File: src/rtl/fwt_pkg.sv
package fwt_pkg;

    localparam int TABLE_DEPTH = 64;
    localparam int KEY_BITS    = 52;
    localparam int WAITER_BITS = 8;
    localparam int IDX_W       = $clog2(TABLE_DEPTH);
    localparam int CNT_W       = $clog2(TABLE_DEPTH + 1);
    localparam int FUNC_W      = 9;
    localparam int WORD_W      = 32;
    localparam int STATUS_W    = 3;

    typedef logic [6:0] t_op;

    localparam t_op OP_WAIT             = 7'd0;
    localparam t_op OP_WAKE             = 7'd1;
    localparam t_op OP_REQUEUE          = 7'd3;
    localparam t_op OP_CMP_REQUEUE      = 7'd4;
    localparam t_op OP_WAKE_OP          = 7'd5;
    localparam t_op OP_LOCK_PI          = 7'd6;
    localparam t_op OP_UNLOCK_PI        = 7'd7;
    localparam t_op OP_TRYLOCK_PI       = 7'd8;
    localparam t_op OP_WAIT_BITSET      = 7'd9;
    localparam t_op OP_WAKE_BITSET      = 7'd10;
    localparam t_op OP_WAIT_REQUEUE_PI  = 7'd11;
    localparam t_op OP_CMP_REQUEUE_PI   = 7'd12;

    typedef logic [STATUS_W-1:0] t_status;

    localparam t_status ST_OK     = 3'd0;
    localparam t_status ST_FAULT  = 3'd1;
    localparam t_status ST_AGAIN  = 3'd2;
    localparam t_status ST_NOSYS  = 3'd3;
    localparam t_status ST_NOPROC = 3'd4;
    localparam t_status ST_FULL   = 3'd5;

    typedef logic [1:0] t_kind;

    localparam t_kind KIND_SINGLE = 2'd0;
    localparam t_kind KIND_WAIT   = 2'd1;
    localparam t_kind KIND_WAKE   = 2'd2;

    typedef struct packed {
        logic capture;
        logic scan_init;
        logic idx_inc;
        logic insert;
        logic wake_hit;
        logic emit_verdict;
        logic emit_full;
        logic emit_final;
    } t_cmd;

    typedef struct packed {
        t_kind kind;
        logic  idx_last;
        logic  slot_used;
        logic  match;
        logic  limit_hit;
        logic  out_free;
        logic  pend_valid;
    } t_stat;

endpackage

File: src/rtl/fwt_ctrl.sv
module fwt_ctrl import fwt_pkg::*; (
    input  logic  i_clk,
    input  logic  i_rst_n,
    input  logic  i_in_valid,
    output logic  o_in_stall,
    input  t_stat i_stat,
    output t_cmd  o_cmd
);

    localparam logic [2:0] S_IDLE         = 3'd0;
    localparam logic [2:0] S_DECODE       = 3'd1;
    localparam logic [2:0] S_WAIT_SCAN    = 3'd2;
    localparam logic [2:0] S_WAKE_RD      = 3'd3;
    localparam logic [2:0] S_WAKE_CHK     = 3'd4;
    localparam logic [2:0] S_FINISH       = 3'd5;
    localparam logic [2:0] S_EMIT_VERDICT = 3'd6;
    localparam logic [2:0] S_EMIT_FULL    = 3'd7;

    logic [2:0] r_state;
    logic [2:0] n_state;

    assign o_in_stall = (r_state != S_IDLE);

    always_comb begin
        n_state = r_state;
        o_cmd   = '0;
        unique case (r_state)
            S_IDLE: begin
                if (i_in_valid) begin
                    o_cmd.capture = 1'b1;
                    n_state       = S_DECODE;
                end
            end
            S_DECODE: begin
                o_cmd.scan_init = 1'b1;
                if (i_stat.kind == KIND_WAIT) begin
                    n_state = S_WAIT_SCAN;
                end else if (i_stat.kind == KIND_WAKE) begin
                    n_state = S_WAKE_RD;
                end else begin
                    n_state = S_EMIT_VERDICT;
                end
            end
            S_WAIT_SCAN: begin
                if (!i_stat.slot_used) begin
                    if (i_stat.out_free) begin
                        o_cmd.insert = 1'b1;
                        n_state      = S_IDLE;
                    end
                end else if (i_stat.idx_last) begin
                    n_state = S_EMIT_FULL;
                end else begin
                    o_cmd.idx_inc = 1'b1;
                end
            end
            S_WAKE_RD: begin
                n_state = S_WAKE_CHK;
            end
            S_WAKE_CHK: begin
                if (i_stat.match) begin
                    if (!i_stat.pend_valid || i_stat.out_free) begin
                        o_cmd.wake_hit = 1'b1;
                        if (i_stat.limit_hit || i_stat.idx_last) begin
                            n_state = S_FINISH;
                        end else begin
                            o_cmd.idx_inc = 1'b1;
                            n_state       = S_WAKE_RD;
                        end
                    end
                end else if (i_stat.idx_last) begin
                    n_state = S_FINISH;
                end else begin
                    o_cmd.idx_inc = 1'b1;
                    n_state       = S_WAKE_RD;
                end
            end
            S_FINISH: begin
                if (i_stat.out_free) begin
                    o_cmd.emit_final = 1'b1;
                    n_state          = S_IDLE;
                end
            end
            S_EMIT_VERDICT: begin
                if (i_stat.out_free) begin
                    o_cmd.emit_verdict = 1'b1;
                    n_state            = S_IDLE;
                end
            end
            S_EMIT_FULL: begin
                if (i_stat.out_free) begin
                    o_cmd.emit_full = 1'b1;
                    n_state         = S_IDLE;
                end
            end
        endcase
    end

    always_ff @(posedge i_clk) begin
        if (!i_rst_n) begin
            r_state <= S_IDLE;
        end else begin
            r_state <= n_state;
        end
    end

endmodule

File: src/rtl/fwt_datapath.sv
module fwt_datapath import fwt_pkg::*; (
    input  logic                   i_clk,
    input  logic                   i_rst_n,
    input  t_cmd                   i_cmd,
    output t_stat                  o_stat,
    input  logic [FUNC_W-1:0]      i_func,
    input  logic [KEY_BITS-1:0]    i_key,
    input  logic [KEY_BITS-1:0]    i_key_two,
    input  logic                   i_word_read_ok,
    input  logic [WORD_W-1:0]      i_word_now,
    input  logic [WORD_W-1:0]      i_value,
    input  logic                   i_waiter_present,
    input  logic [WAITER_BITS-1:0] i_waiter_id,
    output logic                   o_out_valid,
    input  logic                   i_out_stall,
    output t_status                o_status,
    output logic                   o_woken_valid,
    output logic [WAITER_BITS-1:0] o_woken_id,
    output logic [IDX_W-1:0]       o_slot,
    output logic [CNT_W-1:0]       o_count,
    output logic                   o_last
);

    logic [FUNC_W-1:0]      r_func;
    logic [KEY_BITS-1:0]    r_key;
    logic [KEY_BITS-1:0]    r_key_two;
    logic                   r_read_ok;
    logic [WORD_W-1:0]      r_word_now;
    logic [WORD_W-1:0]      r_value;
    logic                   r_present;
    logic [WAITER_BITS-1:0] r_wid;

    logic [KEY_BITS-1:0]    r_key_mem [TABLE_DEPTH];
    logic [WAITER_BITS-1:0] r_wid_mem [TABLE_DEPTH];
    logic [KEY_BITS-1:0]    r_key_q;
    logic [WAITER_BITS-1:0] r_wid_q;
    logic [TABLE_DEPTH-1:0] r_used;

    logic [IDX_W-1:0]       r_idx;
    logic [CNT_W-1:0]       r_woke;
    logic                   r_pend_valid;
    logic [WAITER_BITS-1:0] r_pend_id;

    logic                   r_out_valid;
    t_status                r_out_status;
    logic                   r_out_woken_valid;
    logic [WAITER_BITS-1:0] r_out_woken_id;
    logic [IDX_W-1:0]       r_out_slot;
    logic [CNT_W-1:0]       r_out_count;
    logic                   r_out_last;

    t_op        op;
    t_kind      v_kind;
    t_status    v_status;
    logic       v_limited;
    t_status    word_check;
    logic       word_ok;
    logic [CNT_W-1:0] woke_nx;
    logic       out_free;

    // flag bits 7 and 8 dropped
    assign op      = r_func[6:0];
    assign word_ok = r_read_ok && (r_word_now == r_value);

    always_comb begin
        word_check = !r_read_ok ? ST_FAULT : ST_AGAIN;
    end

    always_comb begin
        v_kind    = KIND_SINGLE;
        v_status  = ST_NOSYS;
        v_limited = 1'b0;
        unique case (op)
            OP_LOCK_PI, OP_UNLOCK_PI, OP_TRYLOCK_PI: begin
                v_status = ST_OK;
            end
            OP_WAKE_OP: begin
                if (r_key == '0) begin
                    v_status = ST_FAULT;
                end else begin
                    v_kind = KIND_WAKE;
                end
            end
            OP_WAIT, OP_WAIT_BITSET, OP_WAIT_REQUEUE_PI: begin
                if (!word_ok) begin
                    v_status = word_check;
                end else if (r_key == '0) begin
                    v_status = ST_FAULT;
                end else if (!r_present) begin
                    v_status = ST_NOPROC;
                end else begin
                    v_kind = KIND_WAIT;
                end
            end
            OP_WAKE, OP_WAKE_BITSET: begin
                if (r_key == '0) begin
                    v_status = ST_FAULT;
                end else begin
                    v_kind    = KIND_WAKE;
                    v_limited = (r_value != '0);
                end
            end
            OP_REQUEUE: begin
                if (r_key_two == '0 || r_key == '0) begin
                    v_status = ST_FAULT;
                end else begin
                    v_kind = KIND_WAKE;
                end
            end
            OP_CMP_REQUEUE, OP_CMP_REQUEUE_PI: begin
                if (!word_ok) begin
                    v_status = word_check;
                end else if (r_key_two == '0 || r_key == '0) begin
                    v_status = ST_FAULT;
                end else begin
                    v_kind = KIND_WAKE;
                end
            end
            default: begin
                v_status = ST_NOSYS;
            end
        endcase
    end

    assign woke_nx  = r_woke + CNT_W'(1);
    assign out_free = !r_out_valid || !i_out_stall;

    assign o_stat.kind       = v_kind;
    assign o_stat.idx_last   = (r_idx == IDX_W'(TABLE_DEPTH - 1));
    assign o_stat.slot_used  = r_used[r_idx];
    assign o_stat.match      = r_used[r_idx] && (r_key_q == r_key);
    assign o_stat.limit_hit  = v_limited && ({{(WORD_W-CNT_W){1'b0}}, woke_nx} >= r_value);
    assign o_stat.out_free   = out_free;
    assign o_stat.pend_valid = r_pend_valid;

    always_ff @(posedge i_clk) begin
        if (i_cmd.capture) begin
            r_func     <= i_func;
            r_key      <= i_key;
            r_key_two  <= i_key_two;
            r_read_ok  <= i_word_read_ok;
            r_word_now <= i_word_now;
            r_value    <= i_value;
            r_present  <= i_waiter_present;
            r_wid      <= i_waiter_id;
        end
    end

    // slot tables
    always_ff @(posedge i_clk) begin
        if (i_cmd.insert) begin
            r_key_mem[r_idx] <= r_key;
            r_wid_mem[r_idx] <= r_wid;
        end
        r_key_q <= r_key_mem[r_idx];
        r_wid_q <= r_wid_mem[r_idx];
    end

    always_ff @(posedge i_clk) begin
        if (!i_rst_n) begin
            r_used <= '0;
        end else if (i_cmd.insert) begin
            r_used[r_idx] <= 1'b1;
        end else if (i_cmd.wake_hit) begin
            r_used[r_idx] <= 1'b0;
        end
    end

    always_ff @(posedge i_clk) begin
        if (i_cmd.scan_init) begin
            r_idx  <= '0;
            r_woke <= '0;
        end else begin
            if (i_cmd.idx_inc) begin
                r_idx <= r_idx + IDX_W'(1);
            end
            if (i_cmd.wake_hit) begin
                r_woke <= woke_nx;
            end
        end
    end

    // held woken word, sent once the next one or the end of the scan is known
    always_ff @(posedge i_clk) begin
        if (!i_rst_n) begin
            r_pend_valid <= 1'b0;
        end else if (i_cmd.scan_init) begin
            r_pend_valid <= 1'b0;
        end else if (i_cmd.wake_hit) begin
            r_pend_valid <= 1'b1;
        end
    end

    always_ff @(posedge i_clk) begin
        if (i_cmd.wake_hit) begin
            r_pend_id <= r_wid_q;
        end
    end

    // output word register
    always_ff @(posedge i_clk) begin
        if (!i_rst_n) begin
            r_out_valid <= 1'b0;
        end else if (i_cmd.insert || i_cmd.emit_verdict || i_cmd.emit_full ||
                     i_cmd.emit_final || (i_cmd.wake_hit && r_pend_valid)) begin
            r_out_valid <= 1'b1;
        end else if (!i_out_stall) begin
            r_out_valid <= 1'b0;
        end
    end

    always_ff @(posedge i_clk) begin
        priority if (i_cmd.insert) begin
            r_out_status      <= ST_OK;
            r_out_woken_valid <= 1'b0;
            r_out_woken_id    <= '0;
            r_out_slot        <= r_idx;
            r_out_count       <= '0;
            r_out_last        <= 1'b1;
        end else if (i_cmd.emit_verdict || i_cmd.emit_full) begin
            r_out_status      <= i_cmd.emit_full ? ST_FULL : v_status;
            r_out_woken_valid <= 1'b0;
            r_out_woken_id    <= '0;
            r_out_slot        <= '0;
            r_out_count       <= '0;
            r_out_last        <= 1'b1;
        end else if (i_cmd.wake_hit && r_pend_valid) begin
            r_out_status      <= ST_OK;
            r_out_woken_valid <= 1'b1;
            r_out_woken_id    <= r_pend_id;
            r_out_slot        <= '0;
            r_out_count       <= r_woke;
            r_out_last        <= 1'b0;
        end else if (i_cmd.emit_final) begin
            r_out_status      <= ST_OK;
            r_out_woken_valid <= r_pend_valid;
            r_out_woken_id    <= r_pend_valid ? r_pend_id : '0;
            r_out_slot        <= '0;
            r_out_count       <= r_woke;
            r_out_last        <= 1'b1;
        end else begin
        end
    end

    assign o_out_valid   = r_out_valid;
    assign o_status      = r_out_status;
    assign o_woken_valid = r_out_woken_valid;
    assign o_woken_id    = r_out_woken_id;
    assign o_slot        = r_out_slot;
    assign o_count       = r_out_count;
    assign o_last        = r_out_last;

`ifndef SYNTHESIS
    a_woken_ok: assert property (@(posedge i_clk) disable iff (!i_rst_n)
        r_out_valid && r_out_woken_valid |-> r_out_status == ST_OK)
        else $error("woken word with error status");
    a_count_tracks_woken: assert property (@(posedge i_clk) disable iff (!i_rst_n)
        r_out_valid |-> (r_out_woken_valid == (r_out_count != '0)))
        else $error("count disagrees with woken flag");
    a_not_last_is_woken: assert property (@(posedge i_clk) disable iff (!i_rst_n)
        r_out_valid && !r_out_last |-> r_out_woken_valid)
        else $error("non-final word without a woken waiter");
    a_insert_free_slot: assert property (@(posedge i_clk) disable iff (!i_rst_n)
        i_cmd.insert |-> !r_used[r_idx])
        else $error("insert into occupied slot");
    a_no_overwrite: assert property (@(posedge i_clk) disable iff (!i_rst_n)
        r_out_valid && i_out_stall |=> r_out_valid && $stable(r_out_count))
        else $error("stalled output word overwritten");
`endif

endmodule

File: src/rtl/futex_wait_table_unit.sv
// single answers pass the decode and verdict states before the output word is registered; a wait
// scans the valid bits one slot per cycle until it finds a free slot or reaches the last slot
// a wake scans the key memory through its one registered read port, ending early once the
// wake limit is reached; output stalls hold each of these
// throughput: one request at a time; the next is taken once the last word is registered
// reset: synchronous active low, clears all slot valid bits at once, no clearing pass
module futex_wait_table_unit import fwt_pkg::*; (
    input  logic                   i_clk,
    input  logic                   i_rst_n,
    input  logic                   i_in_valid,
    output logic                   o_in_stall,
    input  logic [FUNC_W-1:0]      i_func,
    input  logic [KEY_BITS-1:0]    i_key,
    input  logic [KEY_BITS-1:0]    i_key_two,
    input  logic                   i_word_read_ok,
    input  logic [WORD_W-1:0]      i_word_now,
    input  logic [WORD_W-1:0]      i_value,
    input  logic                   i_waiter_present,
    input  logic [WAITER_BITS-1:0] i_waiter_id,
    output logic                   o_out_valid,
    input  logic                   i_out_stall,
    output logic [STATUS_W-1:0]    o_status,
    output logic                   o_woken_valid,
    output logic [WAITER_BITS-1:0] o_woken_id,
    output logic [IDX_W-1:0]       o_slot,
    output logic [CNT_W-1:0]       o_count,
    output logic                   o_last
);

    t_cmd  cmd;
    t_stat stat;

    fwt_ctrl u_ctrl (
        .i_clk      (i_clk),
        .i_rst_n    (i_rst_n),
        .i_in_valid (i_in_valid),
        .o_in_stall (o_in_stall),
        .i_stat     (stat),
        .o_cmd      (cmd)
    );

    fwt_datapath u_datapath (
        .i_clk            (i_clk),
        .i_rst_n          (i_rst_n),
        .i_cmd            (cmd),
        .o_stat           (stat),
        .i_func           (i_func),
        .i_key            (i_key),
        .i_key_two        (i_key_two),
        .i_word_read_ok   (i_word_read_ok),
        .i_word_now       (i_word_now),
        .i_value          (i_value),
        .i_waiter_present (i_waiter_present),
        .i_waiter_id      (i_waiter_id),
        .o_out_valid      (o_out_valid),
        .i_out_stall      (i_out_stall),
        .o_status         (o_status),
        .o_woken_valid    (o_woken_valid),
        .o_woken_id       (o_woken_id),
        .o_slot           (o_slot),
        .o_count          (o_count),
        .o_last           (o_last)
    );

endmodule
File: config.mk
export PLATFORM = sky130hd
export DESIGN_NAME = futex_wait_table_unit
export DESIGN_NICKNAME = d
export VERILOG_FILES = /design/src/rtl/fwt_pkg.sv /design/src/rtl/fwt_ctrl.sv /design/src/rtl/fwt_datapath.sv /design/src/rtl/futex_wait_table_unit.sv
export SDC_FILE = /design/constraint.sdc
export NUM_CORES = 2
export LEC_CHECK = 0
export ABC_AREA = 1
export BUFFER_PORTS_ARGS = -buffer_cell sky130_fd_sc_hd__buf_2
export CORE_MARGIN = 4
export CORE_UTILIZATION = 31
export DETAILED_ROUTE_END_ITERATION = 16
export GPL_ROUTABILITY_DRIVEN = 0
export HOLD_SLACK_MARGIN = 0.03
export PLACE_DENSITY = 0.53
export RECOVER_POWER = 100
export SLEW_MARGIN = 20
export SYNTH_ARGS = -nofsm -noshare
export SYNTH_HDL_FRONTEND = slang
export SYNTH_HIERARCHICAL = 1
export SYNTH_SLANG_ARGS = --single-unit
export TNS_END_PERCENT = 5
File: constraint.sdc
create_clock -name i_clk -period 8.5 [get_ports i_clk]
set_clock_uncertainty 0.2 [all_clocks]
set_input_delay 0 -clock i_clk [delete_from_list [all_inputs] [get_ports i_clk]]
set_output_delay 0 -clock i_clk [all_outputs]
set_load 0.02 [all_outputs]
==> run_results.csv <==
group,metric,value,unit
global_routing,grt_max_degree,151,
finish,areaGrowthSynthToFinish,18.2,%
finish,multiInputGateArea,0.0276,mm2
global_routing,grt_usage,20.4,%
power,p_leak,60.7,nW
timing,tns,0,ns
clock_tree,cts_root_buf,"clkbuf_16",
detailed_routing,drtIter0Drc,14000,
synth,syn-cell-area,0.155,mm2
synth,ys_seq_area_share,80.1,%
synth,synth.top_cell.area_share,78.1,%
synth,synthTopCellsByArea,"edfxtp_1, nand2_1, a22oi_1",
timing,holdWs,0.0815,ns
worst_setup_path,critPathRequiredTime,8.85,ns
worst_setup_path,path_cells,"clkbuf_1 > nand2_1 > inv_1 > o2111ai_1 > nor4_1 > nand3b_1 > a21oi_1 > nand2_1 > nor2_1 > inv_1 > nand2_2 > nand3_1 > nor2_1 > clkbuf_2",
place,hpwlAfterDp,280000,um
timing,finalCritPeriodShare,88.0,%
detailed_routing,ant_nets,0,
detailed_routing,avgRoutedWirePerCell,29.4,um
die,initial_core_util,31.2,%
detailed_routing,drt_wl_total,541000,um
synth,ys_ff_latch,4201,
global_routing,antenna_found_initial,38,
clock_tree,h-tree-depth,5,
finish,fin_nets,11600,
detailed_routing,num_vias,97200,
clock_tree,clk_pin_slew,0.06,ns
timing,slew_headroom,-204,%
die,die_h,716,um
timing,slew_viol_final,4013,
clock_tree,clock_latency,0.99,ns
synth,ys.flop_type,"edfxtp_1",
die,coreArea,0.498,mm2
die,fp-row-count,259,
die,fp.dieW,716,um
synth,synth_cell_type_count,48,
worst_setup_path,cp.arrival,7.82,ns
synth,async_flop_share,0,%
worst_setup_path,endpoint_kind,"register",
power,vdd_drop_max,0.000211,V
finish,final_cells,18400,
worst_setup_path,crit_type,"register to register",
synth,synth_edf_count,4039,
global_routing,overflow,0,
clock_tree,cts_tree,"done",
place,portBuffers,216,
timing,min_period,7.48,ns
synth,synth_commonest_cells,"edfxtp_1, nand2_1, a22oi_1",
die,io_pins,219,
finish,num-fill-cells,47200,
clock_tree,cts_num_sinks,4201,
synth,yosysWarnings,6,
detailed_routing,viasPerCell,5.28,
worst_setup_path,max_stage_delay,2.22,ns
power,power.density,266,mW/mm2
worst_setup_path,path_max_fanout,65,
synth,synth_top_area_cell,"edfxtp_1",
run,maxCapViolations,69,
clock_tree,clockBufferDepth,4,
place,dp.cells,17200,
timing,fmax,134,MHz
status,violations,"max-capacitance violations, max-slew violations",
timing,setup_viol,0,
worst_setup_path,startpoint_type,"register",
die,dieArea,0.513,mm2
detailed_routing,firstDrtPassIters,6,
synth,synth_area_per_cell,14.8,um2
synth,synth_fp_nets,10700,
synth,yosys.cell_count.top_type,"edfxtp_1",
finish,drive_gt1_share,9.07,%
worst_setup_path,crit_family,"buffers and inverters",
worst_setup_path,path_buf_inv,4,
global_routing,grt_pass1_vias,92700,
timing,tightest_slew,4.56,ns
global_routing,grt_pass1_wl,744000,um
finish,seq_area,0.125,mm2
timing,rsz0062_at_grt,"no",
clock_tree,numCtsBuffers,421,
timing,hold_viol,0,
worst_setup_path,cpMaxStageDelayCell,"clkbuf_1",
synth,post_synth_inst_count,10500,
detailed_routing,drc,0,
hold_path,hold_path.class,"input port to register",
status,status,"finished with violations",
-- report_power, final --
group | switching, mW | internal [mW] | total, mW
Sequential | 0.293 | 23.5 | 23.8
Combinational | 4.46 | 1.58 | 6.04
Clock | 8.01 | 11.0 | 19.0
-- final timing paths --
kind,startpoint,to,slack [ns],cells past startpoint
min reg2reg,u_datapath/r_wid_q[1],u_datapath/r_pend_id[1],0.20,0
max,u_datapath/r_key[17],u_datapath/r_key_mem[21][19],1.02,14
max reg2reg,u_datapath/r_key[17],u_datapath/r_key_mem[21][19],1.02,14
min,i_key[25],u_datapath/r_key[25],0.08,3
-- worst min-delay path: cells and delay by family --
family                 cells  cell delay, ns
buffers and inverters      3            1.13
-- layer usage --
layer,up-vias,routed length [um],track usage [%]
li1,40900,-,-
met1,50300,220000,28.2
met2,5139,253000,33.2
met3,810,49200,3.01
met4,4,19500,6.73
met5,-,25,0
-- layout by cell type (no fill, tap or decap), drive strengths merged, types with 2 or more instances in the layout --
| master | count |
|---|---|
| a21oi | 125 |
| dfxtp | 162 |
| a22oi | 535 |
| edfxtp | 4039 |
| a21o | 3 |
| bufinv | 50 |
| nand2 | 2962 |
| xor2 | 13 |
| o31ai | 5 |
| buf | 352 |
| ha | 10 |
| o211ai | 19 |
| a22o | 51 |
| nand3 | 171 |
| nor4 | 13 |
| o2111ai | 21 |
| dlygate4sd3 | 399 |
| clkinv | 161 |
| nand4 | 396 |
| clkinvlp | 15 |
| diode | 26 |
| o21ai | 143 |
| a31oi | 10 |
| or2 | 4 |
| nor3 | 21 |
| clkbuf | 728 |
| a221oi | 396 |
| a211oi | 2 |
| nand3b | 6 |
| nor3b | 3 |
| nor2 | 451 |
| o2111a | 4 |
| xnor2 | 52 |
| and3 | 50 |
| inv | 342 |
-- flip-flops by register name, summed over array words and instances (netlist names), 8 cells and up, named ones only --
register,flops
u_datapath/o_woken_id,8
u_datapath/r_key,52
u_datapath/r_key_mem,3328
u_datapath/r_key_q,52
u_datapath/r_key_two,52
u_datapath/r_pend_id,8
u_datapath/r_value,32
u_datapath/r_wid,8
u_datapath/r_wid_mem,512
u_datapath/r_wid_q,8
u_datapath/r_word_now,32
-- area by class of cell --
type / instances / share of cell area, %
sequential: 4201 / 67.8
multi-input combinational: 5473 / 15.0
clock buffer: 544 / 6.23
tap: 6655 / 4.53
timing repair buffer: 935 / 4.24
clock inverter: 239 / 1.41
inverter: 329 / 0.697
antenna: 26 / 0.0354
-- kinds of logic (layout without fill, tap and decap cells) --
family	count (synthesis)	count (layout)	synth area share (%)
XOR/XNOR	65	65	0.366
AND/OR/NAND/NOR	4078	4078	10.8
adder cells (fa/ha/maj)	10	10	0.0805
buffers and inverters	849	2047	2.27
other	0	26	0
AO/OA/AOI/OAI	1320	1320	6.33
flip-flops	4201	4201	80.1
-- metrics by stage --
| stage | util [%] | setup WS, ns | area [um2] | total power [mW] |
|---|---|---|---|---|
| global route | 36.8 | 0.884 | 184000 | 50.3 |
| floorplan | - | 1.12 | 155000 | 27.2 |
| detailed placement | 33.4 | 2.01 | 166000 | 30.0 |
| finish | 36.8 | 1.02 | 184000 | 48.8 |
| global placement | 33.4 | 2.04 | 166000 | 29.9 |
| CTS | 37.0 | 1.95 | 184000 | 48.9 |
-- timing repair --
item / in CTS / in global routing
gates resized for setup: 0 / 0
hold buffers: 399 / 0
setup endpoints to repair: 0 / 0
endpoints found under the hold margin: 323 / 0
setup buffers: 0 / 0
Note: power is estimated with default switching activity, not from simulation.
